<file path="src/hw/rtl/tir_pkg.sv">
// ----------------------------------------------------------------------------
// tir_pkg
// Shared constants, codes and controller/datapath link types for the tile
// index resolver.
// ----------------------------------------------------------------------------
package tir_pkg;

    localparam int DEF_MAX_ENTRIES = 1024;

    localparam int SET_CODE_W   = 16;
    localparam int TILE_INDEX_W = 10;
    localparam int LOCAL_W      = 8;
    localparam int OFFSET_W     = 6;
    localparam int ENTRY_W      = 2 * SET_CODE_W + 1;

    localparam int FIRST_SET_TILE = 90;
    localparam int SET_SPAN       = 36;
    localparam int LAST_SET_TILE  = FIRST_SET_TILE + 4 * SET_SPAN;

    localparam int CFG_INDEX_W = 3;

    // operation codes
    localparam logic [1:0] OP_CLEAR   = 2'd0;
    localparam logic [1:0] OP_APPEND  = 2'd1;
    localparam logic [1:0] OP_RESOLVE = 2'd2;

    // status codes
    localparam logic [1:0] ST_OK        = 2'd0;
    localparam logic [1:0] ST_FULL      = 2'd1;
    localparam logic [1:0] ST_NOT_FOUND = 2'd2;

    // configuration register indexes
    localparam logic [CFG_INDEX_W-1:0] REG_MAP_SET_0    = 3'd0;
    localparam logic [CFG_INDEX_W-1:0] REG_MAP_SET_1    = 3'd1;
    localparam logic [CFG_INDEX_W-1:0] REG_MAP_SET_2    = 3'd2;
    localparam logic [CFG_INDEX_W-1:0] REG_MAP_SET_3    = 3'd3;
    localparam logic [CFG_INDEX_W-1:0] REG_INVALID_SET  = 3'd4;
    localparam logic [CFG_INDEX_W-1:0] REG_BASE_VARIANT = 3'd5;

    typedef struct packed {
        logic accept;
        logic decode;
        logic scan;
        logic load_out;
    } tir_cmd_t;

    typedef struct packed {
        logic need_scan;
        logic scan_done;
        logic out_free;
    } tir_sts_t;

endpackage

</file>
<file path="src/hw/rtl/tir_ctrl.sv">
// ----------------------------------------------------------------------------
// tir_ctrl
// Sequencer: takes an item, decodes it, runs the entry scan when a resolve
// needs one and hands the result to the output register.
// ----------------------------------------------------------------------------
module tir_ctrl
(
    input  logic            clk,
    input  logic            rst_n,
    input  logic            s_tvalid,
    output logic            s_tready,
    input  tir_pkg::tir_sts_t sts,
    output tir_pkg::tir_cmd_t cmd
);
    import tir_pkg::*;

    typedef enum logic [1:0] {
        IDLE,
        DECODE,
        SCAN,
        FINISH
    } state_t;

    state_t state_reg;
    logic   ready_reg;

    always_ff @(posedge clk or negedge rst_n)
    begin
        if (!rst_n)
        begin
            state_reg <= IDLE;
            ready_reg <= 1'b1;
        end
        else
        begin
            unique case (state_reg)
                IDLE:
                begin
                    if (s_tvalid && ready_reg)
                    begin
                        state_reg <= DECODE;
                        ready_reg <= 1'b0;
                    end
                end
                DECODE:
                begin
                    state_reg <= sts.need_scan ? SCAN : FINISH;
                end
                SCAN:
                begin
                    if (sts.scan_done)
                    begin
                        state_reg <= FINISH;
                    end
                end
                FINISH:
                begin
                    if (sts.out_free)
                    begin
                        state_reg <= IDLE;
                        ready_reg <= 1'b1;
                    end
                end
                default:
                begin
                    state_reg <= IDLE;
                    ready_reg <= 1'b1;
                end
            endcase
        end
    end

    assign s_tready     = ready_reg;
    assign cmd.accept   = ready_reg && s_tvalid;
    assign cmd.decode   = (state_reg == DECODE);
    assign cmd.scan     = (state_reg == SCAN);
    assign cmd.load_out = (state_reg == FINISH) && sts.out_free;

endmodule

</file>
<file path="config.mk">
export PLATFORM = sky130hd
export DESIGN_NAME = tir_ctrl
export DESIGN_NICKNAME = d
export VERILOG_FILES = /design/src/hw/rtl/tir_pkg.sv /design/src/hw/rtl/tir_ctrl.sv
export SDC_FILE = /design/constraint.sdc
export NUM_CORES = 1
export LEC_CHECK = 0
export BUFFER_PORTS_ARGS = -buffer_cell sky130_fd_sc_hd__buf_2
export CAP_MARGIN = 20
export CORE_AREA = 3 3 40 42
export DETAILED_ROUTE_END_ITERATION = 16
export DIE_AREA = 0 0 43 45
export GPL_TIMING_DRIVEN = 0
export PLACE_DENSITY = 0.51
export SYNTH_ARGS = -nofsm -noshare
export SYNTH_HDL_FRONTEND = slang
export SYNTH_SLANG_ARGS = --single-unit
</file>
<file path="constraint.sdc">
create_clock -name clk -period 1.8 [get_ports clk]
set_input_delay 0 -clock clk [delete_from_list [all_inputs] [get_ports clk]]
set_output_delay 0 -clock clk [all_outputs]
set_load 0.01 [all_outputs]
</file>
==> results.md, run 1 <==
- Of the synthesized area, sequential elements account for 0.266.
- The part of the total power dissipated in the clock network is 0.165.
- The number of search-and-repair iterations in the first detailed-routing pass is 1.
- For this design the total switching power over the nets is 0.268 mW.
- 11 I/O pins were placed.
- The worst-margin pin slew is 0.277 ns.
- The setup clock skew after layout is 0.000107 ns.
- In this run the mean area of a mapped cell was 11.0 um^2.
- The die is 45 um tall.
- The slack of the worst reg-to-reg path is 0.19 ns.
- The net total in the final layout is 54.
- The worst-case IR drop observed on VDD is 0.416 mV.
- The number of enable flip-flop cells after synthesis is 0.
- Setup repair after global routing left no endpoint under its margin.
- Cell internal power was estimated by the tool at 0.432 mW.
- CTS built an H-tree with a depth of 1.
- In the synthesized netlist the dominant register cell turns out to be dfrtp_1.
- Max-cap violations in this run came to 0.
- The routability congestion estimate is 0.646.
- In this run the critical register-to-register path is captured at state_reg[0]$_DFFE_PN0P_.
- The power density relative to cell area is 1790 nW/um^2.
- The flip-flop count of the largest register, all copies and words added is 2.
- The top-area cell type share of the netlist area is 0.262.
- The placed instances occupy a cell area of 355 um^2.
- The total number of clock tree sinks is 3.
- In the routed layout, each cell is associated on average with a via count of 3.89.
- Of the total power, combinational logic draws 0.595.
- The clock buffer count from CTS is 3.
- The library cell used as clock root buffer is clkbuf_4.
- Along the worst path, the maximum fanout reaches 7.
- The post-synthesis instance area is 287 um^2.
- Data on the critical path arrives at its endpoint at 1.73 ns.
- Clock-pin slew was measured on the worst setup and hold paths at 0.03 ns.
- The die covers 1940 um^2.
- The distinct cell type count of the synthesized netlist is 15.
- The headroom to the max-slew limit is 0.815.
- The async set or reset register ratio after synthesis is 1.00.
- The final number of hold-violating endpoints is 0.
- The flow ran to the end, and the final reports show no timing, DRC or antenna violations.
- In this run the static leakage power is 0.213 nW.
- The total overflow left after global routing is 0.
- Data on the critical path is required at its endpoint by 1.91 ns.
- The total number of vias is 218.
- Setup violations remaining at the end of the flow were counted as 0.
- The count of nets left with antenna violations once routing finished came out at 0.
- The max-slew violation count was 0.
- The type of element launching the critical path is a flop.
- The setup TNS after final layout is 0 ns.
- The worst reg2reg path depth is 4.
- The number of gates resized after CTS was 0.
- The tightest min-delay check is of the primary input to asynchronous set/reset pin type.
- OpenSTA, run right after detailed placement, puts the worst setup slack at 0.162 ns.
- The critical path starts at state_reg[0]$_DFFE_PN0P_.
- The capture point of the worst path is state_reg[0]$_DFFE_PN0P_.
- Dividing the final minimum period by the clock period gives 0.897.
- STA classifies the critical path endpoint as a flop.
- The routed design has 519 um of wire.
- Buffers placed on the I/O ports in this run total 10.
- Entering global routing, the biggest net connects 8 pins.
- In this run the critical register-to-register path is launched from state_reg[0]$_DFFE_PN0P_.
- In the final layout, the share of cells above drive strength 1 is 0.463.
- The region available for standard cell placement spans 1280 um^2.
- The half-perimeter wire length after placement is 458 um.
- The site row count is 13.
- The via count of the first global-routing pass is 239.
- The clock passes through at most 2 buffers.
- The number of antenna violations at the first check in global routing is 0.
- The critical path start-end classification is flop to flop.
- The largest area contributor in the synthesized netlist is ha_1.
- Sorting the synthesized cells by area gives the leading types as ha_1 (26%), dfrtp_1 (17%), mux2_4 (10%).
- The post-synth net total is 38.
- In this run, synthesis produced a sequential element count of 3.
- Of the total power, the share spent switching nets is 0.383.
- The number of antenna diodes in the final layout is 0.
- In the routed design, unresolved DRC markers number 0.
- The Yosys step of the flow raised 0 warnings.
- Sorting the synthesized cells by how often they occur yields ha_1 (6), inv_1 (5), dfrtp_1 (2), mux2_4 (2).
- The clock latency on the worst-skew pair is 0.23 ns.
- The final worst setup slack is 0.186 ns.
- The routed design could run at a clock period as short as 1.61 ns.
- In the global route stage, overall resource usage came out at 0.0591.
- Yosys instantiated no cell more often than ha_1.
- The starting density of the core is 0.223.
- In the final routed layout, each cell accounts on average for 9.27 um.
- The post-route cell area is 392 um^2.
- TritonCTS built the clock tree.
- From synthesis to final layout, the design area changed by 36.7%.
- The width of the die is 43 um.
- The first global-routing pass estimated 855 um of wire.
- The count of routing violations after the opening detailed-route iteration is 0.
- The number of cells produced by synthesis is 26.
- The achievable frequency is 0.619 GHz.
- The share of total power dissipated in sequential elements is 0.239.
[critical path, cell delays in order, from the launching register on]
cell,delay [ns]
dfrtp_1,0.46
inv_1,0.12
ha_1,0.25
a221oi_4,0.34
mux2_4,0.33
[how the worst min path moves through the flow]
| stage | start | to | slack [ns] |
|---|---|---|---|
| after floorplan | rst_n | state_reg[0]$_DFFE_PN0P_ | -0.30 |
| after global routing | rst_n | state_reg[0]$_DFFE_PN0P_ | 0.1 |
| after CTS | rst_n | state_reg[0]$_DFFE_PN0P_ | 0.09 |
| final | rst_n | state_reg[0]$_DFFE_PN0P_ | 0.09 |
| after global placement | rst_n | state_reg[0]$_DFFE_PN0P_ | -0.20 |
| after detailed placement | rst_n | state_reg[0]$_DFFE_PN0P_ | -0.20 |
[layout by cell type, fill, tap and decap left out, drive strengths merged]
master,Yosys,layout
a221oi,1,1
o221ai,1,1
buf,0,10
mux2,2,2
dfstp,1,1
nand2,2,2
a2bb2oi,1,1
dlygate4sd3,0,1
inv,5,5
nor2b,2,2
o21ai,1,1
dfrtp,2,2
ha,6,6
and2,1,1
nand2b,1,1
clkbuf,0,4
[area by class of cell]
class | count | area (um^2)
Clock buffer | 4 | 26.3
Fill cell | 135 | 893
Inverter | 5 | 18.8
Multi-Input combinational cell | 18 | 191
Sequential cell | 3 | 76.3
Tap cell | 15 | 18.8
Timing Repair Buffer | 11 | 60.1
[per-stage QoR]
step / utilization / hold slack (ns) / cells / total power [mW]
4_1_cts: 0.305 / 0.0902 / 56 / 0.721
3_3_place_gp: 0.277 / -0.201 / 51 / 0.584
2_1_floorplan: - / -0.296 / 26 / 0.488
3_5_place_dp: 0.277 / -0.204 / 51 / 0.596
6_report: 0.305 / 0.0915 / 56 / 0.700
5_1_grt: 0.305 / 0.0998 / 56 / 0.768
[logic make-up (layout without fill, tap and decap cells)]
logic type | count (synthesis) | count (layout) | synth area share
muxes | 2 | 2 | 0.105
DFF | 3 | 3 | 0.266
adders and majority gates | 6 | 6 | 0.262
AOI/OAI and AO/OA | 4 | 4 | 0.170
and+or+nand+nor | 6 | 6 | 0.131
buffers and inverters | 5 | 20 | 0.0655
[what timing repair did]
action	in CTS	in global routing
buffers inserted	0	0
endpoints found under the hold margin	3	0
hold buffers	1	0
[metal layers]
metal	vias up	GRT usage	routed length, um
met2	7	0.117	263
met1	97	0.0506	213
met3	0	0.0319	42
met4	0	0.0181	0
met5	-	0	0
li1	114	-	-
[power by group through the flow]
stage | Combinational (mW) | Clock, mW | Sequential (mW)
global route | 0.466 | 0.127 | 0.175
finish | 0.417 | 0.116 | 0.168
global placement | 0.415 | 0 | 0.169
detailed placement | 0.426 | 0 | 0.170
floorplan | 0.325 | 0 | 0.163
CTS | 0.429 | 0.122 | 0.170
Power figures use the tool's default switching activity.
==> run 2, diff against run 1 <==
--- a/config.mk
+++ b/config.mk
@@ -12,6 +12,7 @@
 export DIE_AREA = 0 0 43 45
 export GPL_TIMING_DRIVEN = 0
 export PLACE_DENSITY = 0.51
+export SETUP_SLACK_MARGIN = 0.5
 export SYNTH_ARGS = -nofsm -noshare
 export SYNTH_HDL_FRONTEND = slang
 export SYNTH_SLANG_ARGS = --single-unit
==> run 2 against run 1 <==
Combinational power grew 28%. Count of clock-buffer cells in the layout stayed put. Clock skew about the same.
==> results.md, run 2 (same netlist as run 1, synthesis figures left out) <==
- The run finished with clean final reports.
- The width of the die is 43 um.
- Across the run, the number of max-cap violations was 0.
- The share of total power dissipated in the clock network is 0.142.
- The combinational power share is 0.637.
- Internal power comes to 0.515 mW.
- Setup repair after global routing could not meet its margin everywhere.
- Port buffering added 10 buffers.
- The leading cell type in the layout, fill and taps excluded is buf_2.
- The initial utilization of the core area, before any placement, comes to 0.223.
- Measured in cells, the most critical reg-to-reg path has a length of 4.
- Detailed placement ended at an HPWL of 408 um.
- The flip-flop count of the largest register, all copies and words added is 2.
- Data on the critical path arrives at its endpoint at 1.57 ns.
- The largest net degree at the start of global routing is 5.
- The number of antenna violations at the first check in global routing is 0.
- Of the total power, registers draw 0.221.
- Counting the buffers created by CTS gives 3.
- In the global route stage, overall resource usage came out at 0.0691.
- STA classifies the critical path startpoint as a flop.
- Setup violations remaining at the end of the flow were counted as 0.
- After routing the design area is 462 um^2.
- The floorplan step defined a die boundary enclosing 1940 um^2.
- For this design the ratio of total power to cell area is 1810 nW/um^2.
- The core region area is 1280 um^2.
- The critical-path maximum fanout is 4.
- The worst IR drop on VDD is 0.791 mV.
- For the pin with the worst max-slew slack, the measured transition is 0.292 ns.
- The placed standard-cell area is 378 um^2.
- The post-detailed-route DRC marker count is 0.
- The type of the tightest min-delay check is primary input to asynchronous set/reset pin.
- The peak per-stage delay on the critical path is 0.45 ns.
- The final number of hold-violating endpoints is 0.
- The number of search-and-repair iterations in the first detailed-routing pass is 3.
- The net total in the final layout is 57.
- The routability congestion estimate is 0.636.
- The average wire per standard cell is 9.92 um.
- The capturing element type of the critical path is a flop.
- The wire length after detailed routing is 585 um.
- The required time at the worst-slack endpoint is 1.92 ns.
- After the first detailed-routing iteration, the DRC count stood at 2.
- The library cell used as clock root buffer is clkbuf_4.
- Of the total power, the share spent switching nets is 0.384.
- The detailed-route vias per instance is 4.03.
- The slowest stage of the critical path is the dfrtp_2 cell.
- The total overflow reported by the global router is 0.
- The site row count is 13.
- Dividing the final minimum period by the clock period gives 0.809.
- The first global-routing pass estimated 938 um of wire.
- The CTS tree is done.
- 11 I/O pins were placed.
- The achievable frequency is 0.687 GHz.
- The via count of the first global-routing pass is 237.
- In the final layout, the share of cells above drive strength 1 is 0.659.
- In this run the tightest slew margin relative to its limit is 0.805.
- The setup clock skew after layout is 0.0000922 ns.
- The area added between synthesis and finish is 61.1%.
- For the final routed database, the setup TNS stands at 0 ns.
- The final route contains 238 vias.
- In this run the number of H-tree levels came out at 1.
- 0 antenna diodes ended up in the layout.
- The number of buffers between clock root and the deepest sink is 2.
- The net switching power figure is 0.321 mW.
- The leakage power total is 0.227 nW.
- The die is 45 um tall.
- The critical path start-end classification is flop to flop.
- The final antenna-violating net count is 0.
- The clock slew at the register clock pins of the worst setup and hold paths is 0.04 ns.
- The max-slew violation count came to 0.
- The clock latency on the worst-skew pair is 0.23 ns.
- CTS saw 3 sinks.
- The worst path needs 1.46 ns of the cycle, external delays included.
- Traced cell by cell, the critical path runs through ha_4 > nor2b_4 > a221oi_4 > mux2_4.
-- run 2: changes by cell type in the layout (fill, tap and decap cells not counted) --
cell / previous run / this run
dfrtp_1: 2 / 0
dfrtp_2: 0 / 2
nor2b_4: 0 / 1
ha_1: 6 / 3
inv_1: 5 / 3
nor2b_2: 1 / 0
buf_4: 0 / 3
inv_4: 0 / 1
inv_2: 0 / 1
ha_4: 0 / 3
-- run 2: final cells by class --
type / instances / area (um^2)
inverter: 5 / 21.3
tap: 15 / 18.8
timing repair buffer: 14 / 82.6
fill: 142 / 823
sequential: 3 / 78.8
multi-input combinational: 18 / 234
clock buffer: 4 / 26.3
-- run 2: what timing repair did --
item	CTS	global route
hold buffers	1	0
endpoints found under the hold margin	3	0
pin swaps	2	1
resized for setup	6	0
buffers inserted	3	0
endpoints found under the setup margin	2	2
-- run 2: critical path: cells and delay by family (launching register included) --
kind	cells	cell delay, ns
compound gates	1	0.26
fa+ha+maj	1	0.18
flops	1	0.45
mux	1	0.33
simple gates	1	0.13
-- run 2: through the flow --
stage / util / worst slack [ns] / power (mW) / instances / hold WS [ns]
global route: 0.359 / 0.303 / 0.906 / 59 / 0.0960
global placement: 0.294 / 0.256 / 0.621 / 51 / -0.204
finish: 0.359 / 0.344 / 0.835 / 59 / 0.0878
CTS: 0.359 / 0.348 / 0.849 / 59 / 0.0869
floorplan: - / 0.370 / 0.525 / 26 / -0.296
detailed placement: 0.294 / 0.265 / 0.624 / 51 / -0.203
-- run 2: metal layers --
layer  track usage  wire length, um
met1        0.0745              254
met2         0.102              267
met3        0.0478               50
met4        0.0361               12
met5             0                0
-- run 2: worst paths after layout --
kind	slack [ns]	end	from
max	0.34	state_reg[0]$_DFFE_PN0P_	state_reg[0]$_DFFE_PN0P_
max reg2reg	0.34	state_reg[0]$_DFFE_PN0P_	state_reg[0]$_DFFE_PN0P_
min reg2reg	0.52	s_tready$_DFFE_PN1P_	s_tready$_DFFE_PN1P_
max in group asynchronous	1.52	s_tready$_DFFE_PN1P_	rst_n
min in group clk	0.12	s_tready$_DFFE_PN1P_	s_tvalid
min	0.09	state_reg[1]$_DFFE_PN0P_	rst_n
-- run 2: power groups by stage --
stage               Sequential [mW]  Combinational (mW)  Clock [mW]
CTS                           0.186               0.538       0.124
finish                        0.185               0.532       0.119
global placement              0.178               0.444           0
floorplan                     0.170               0.355           0
global route                  0.193               0.580       0.132
detailed placement            0.178               0.445           0
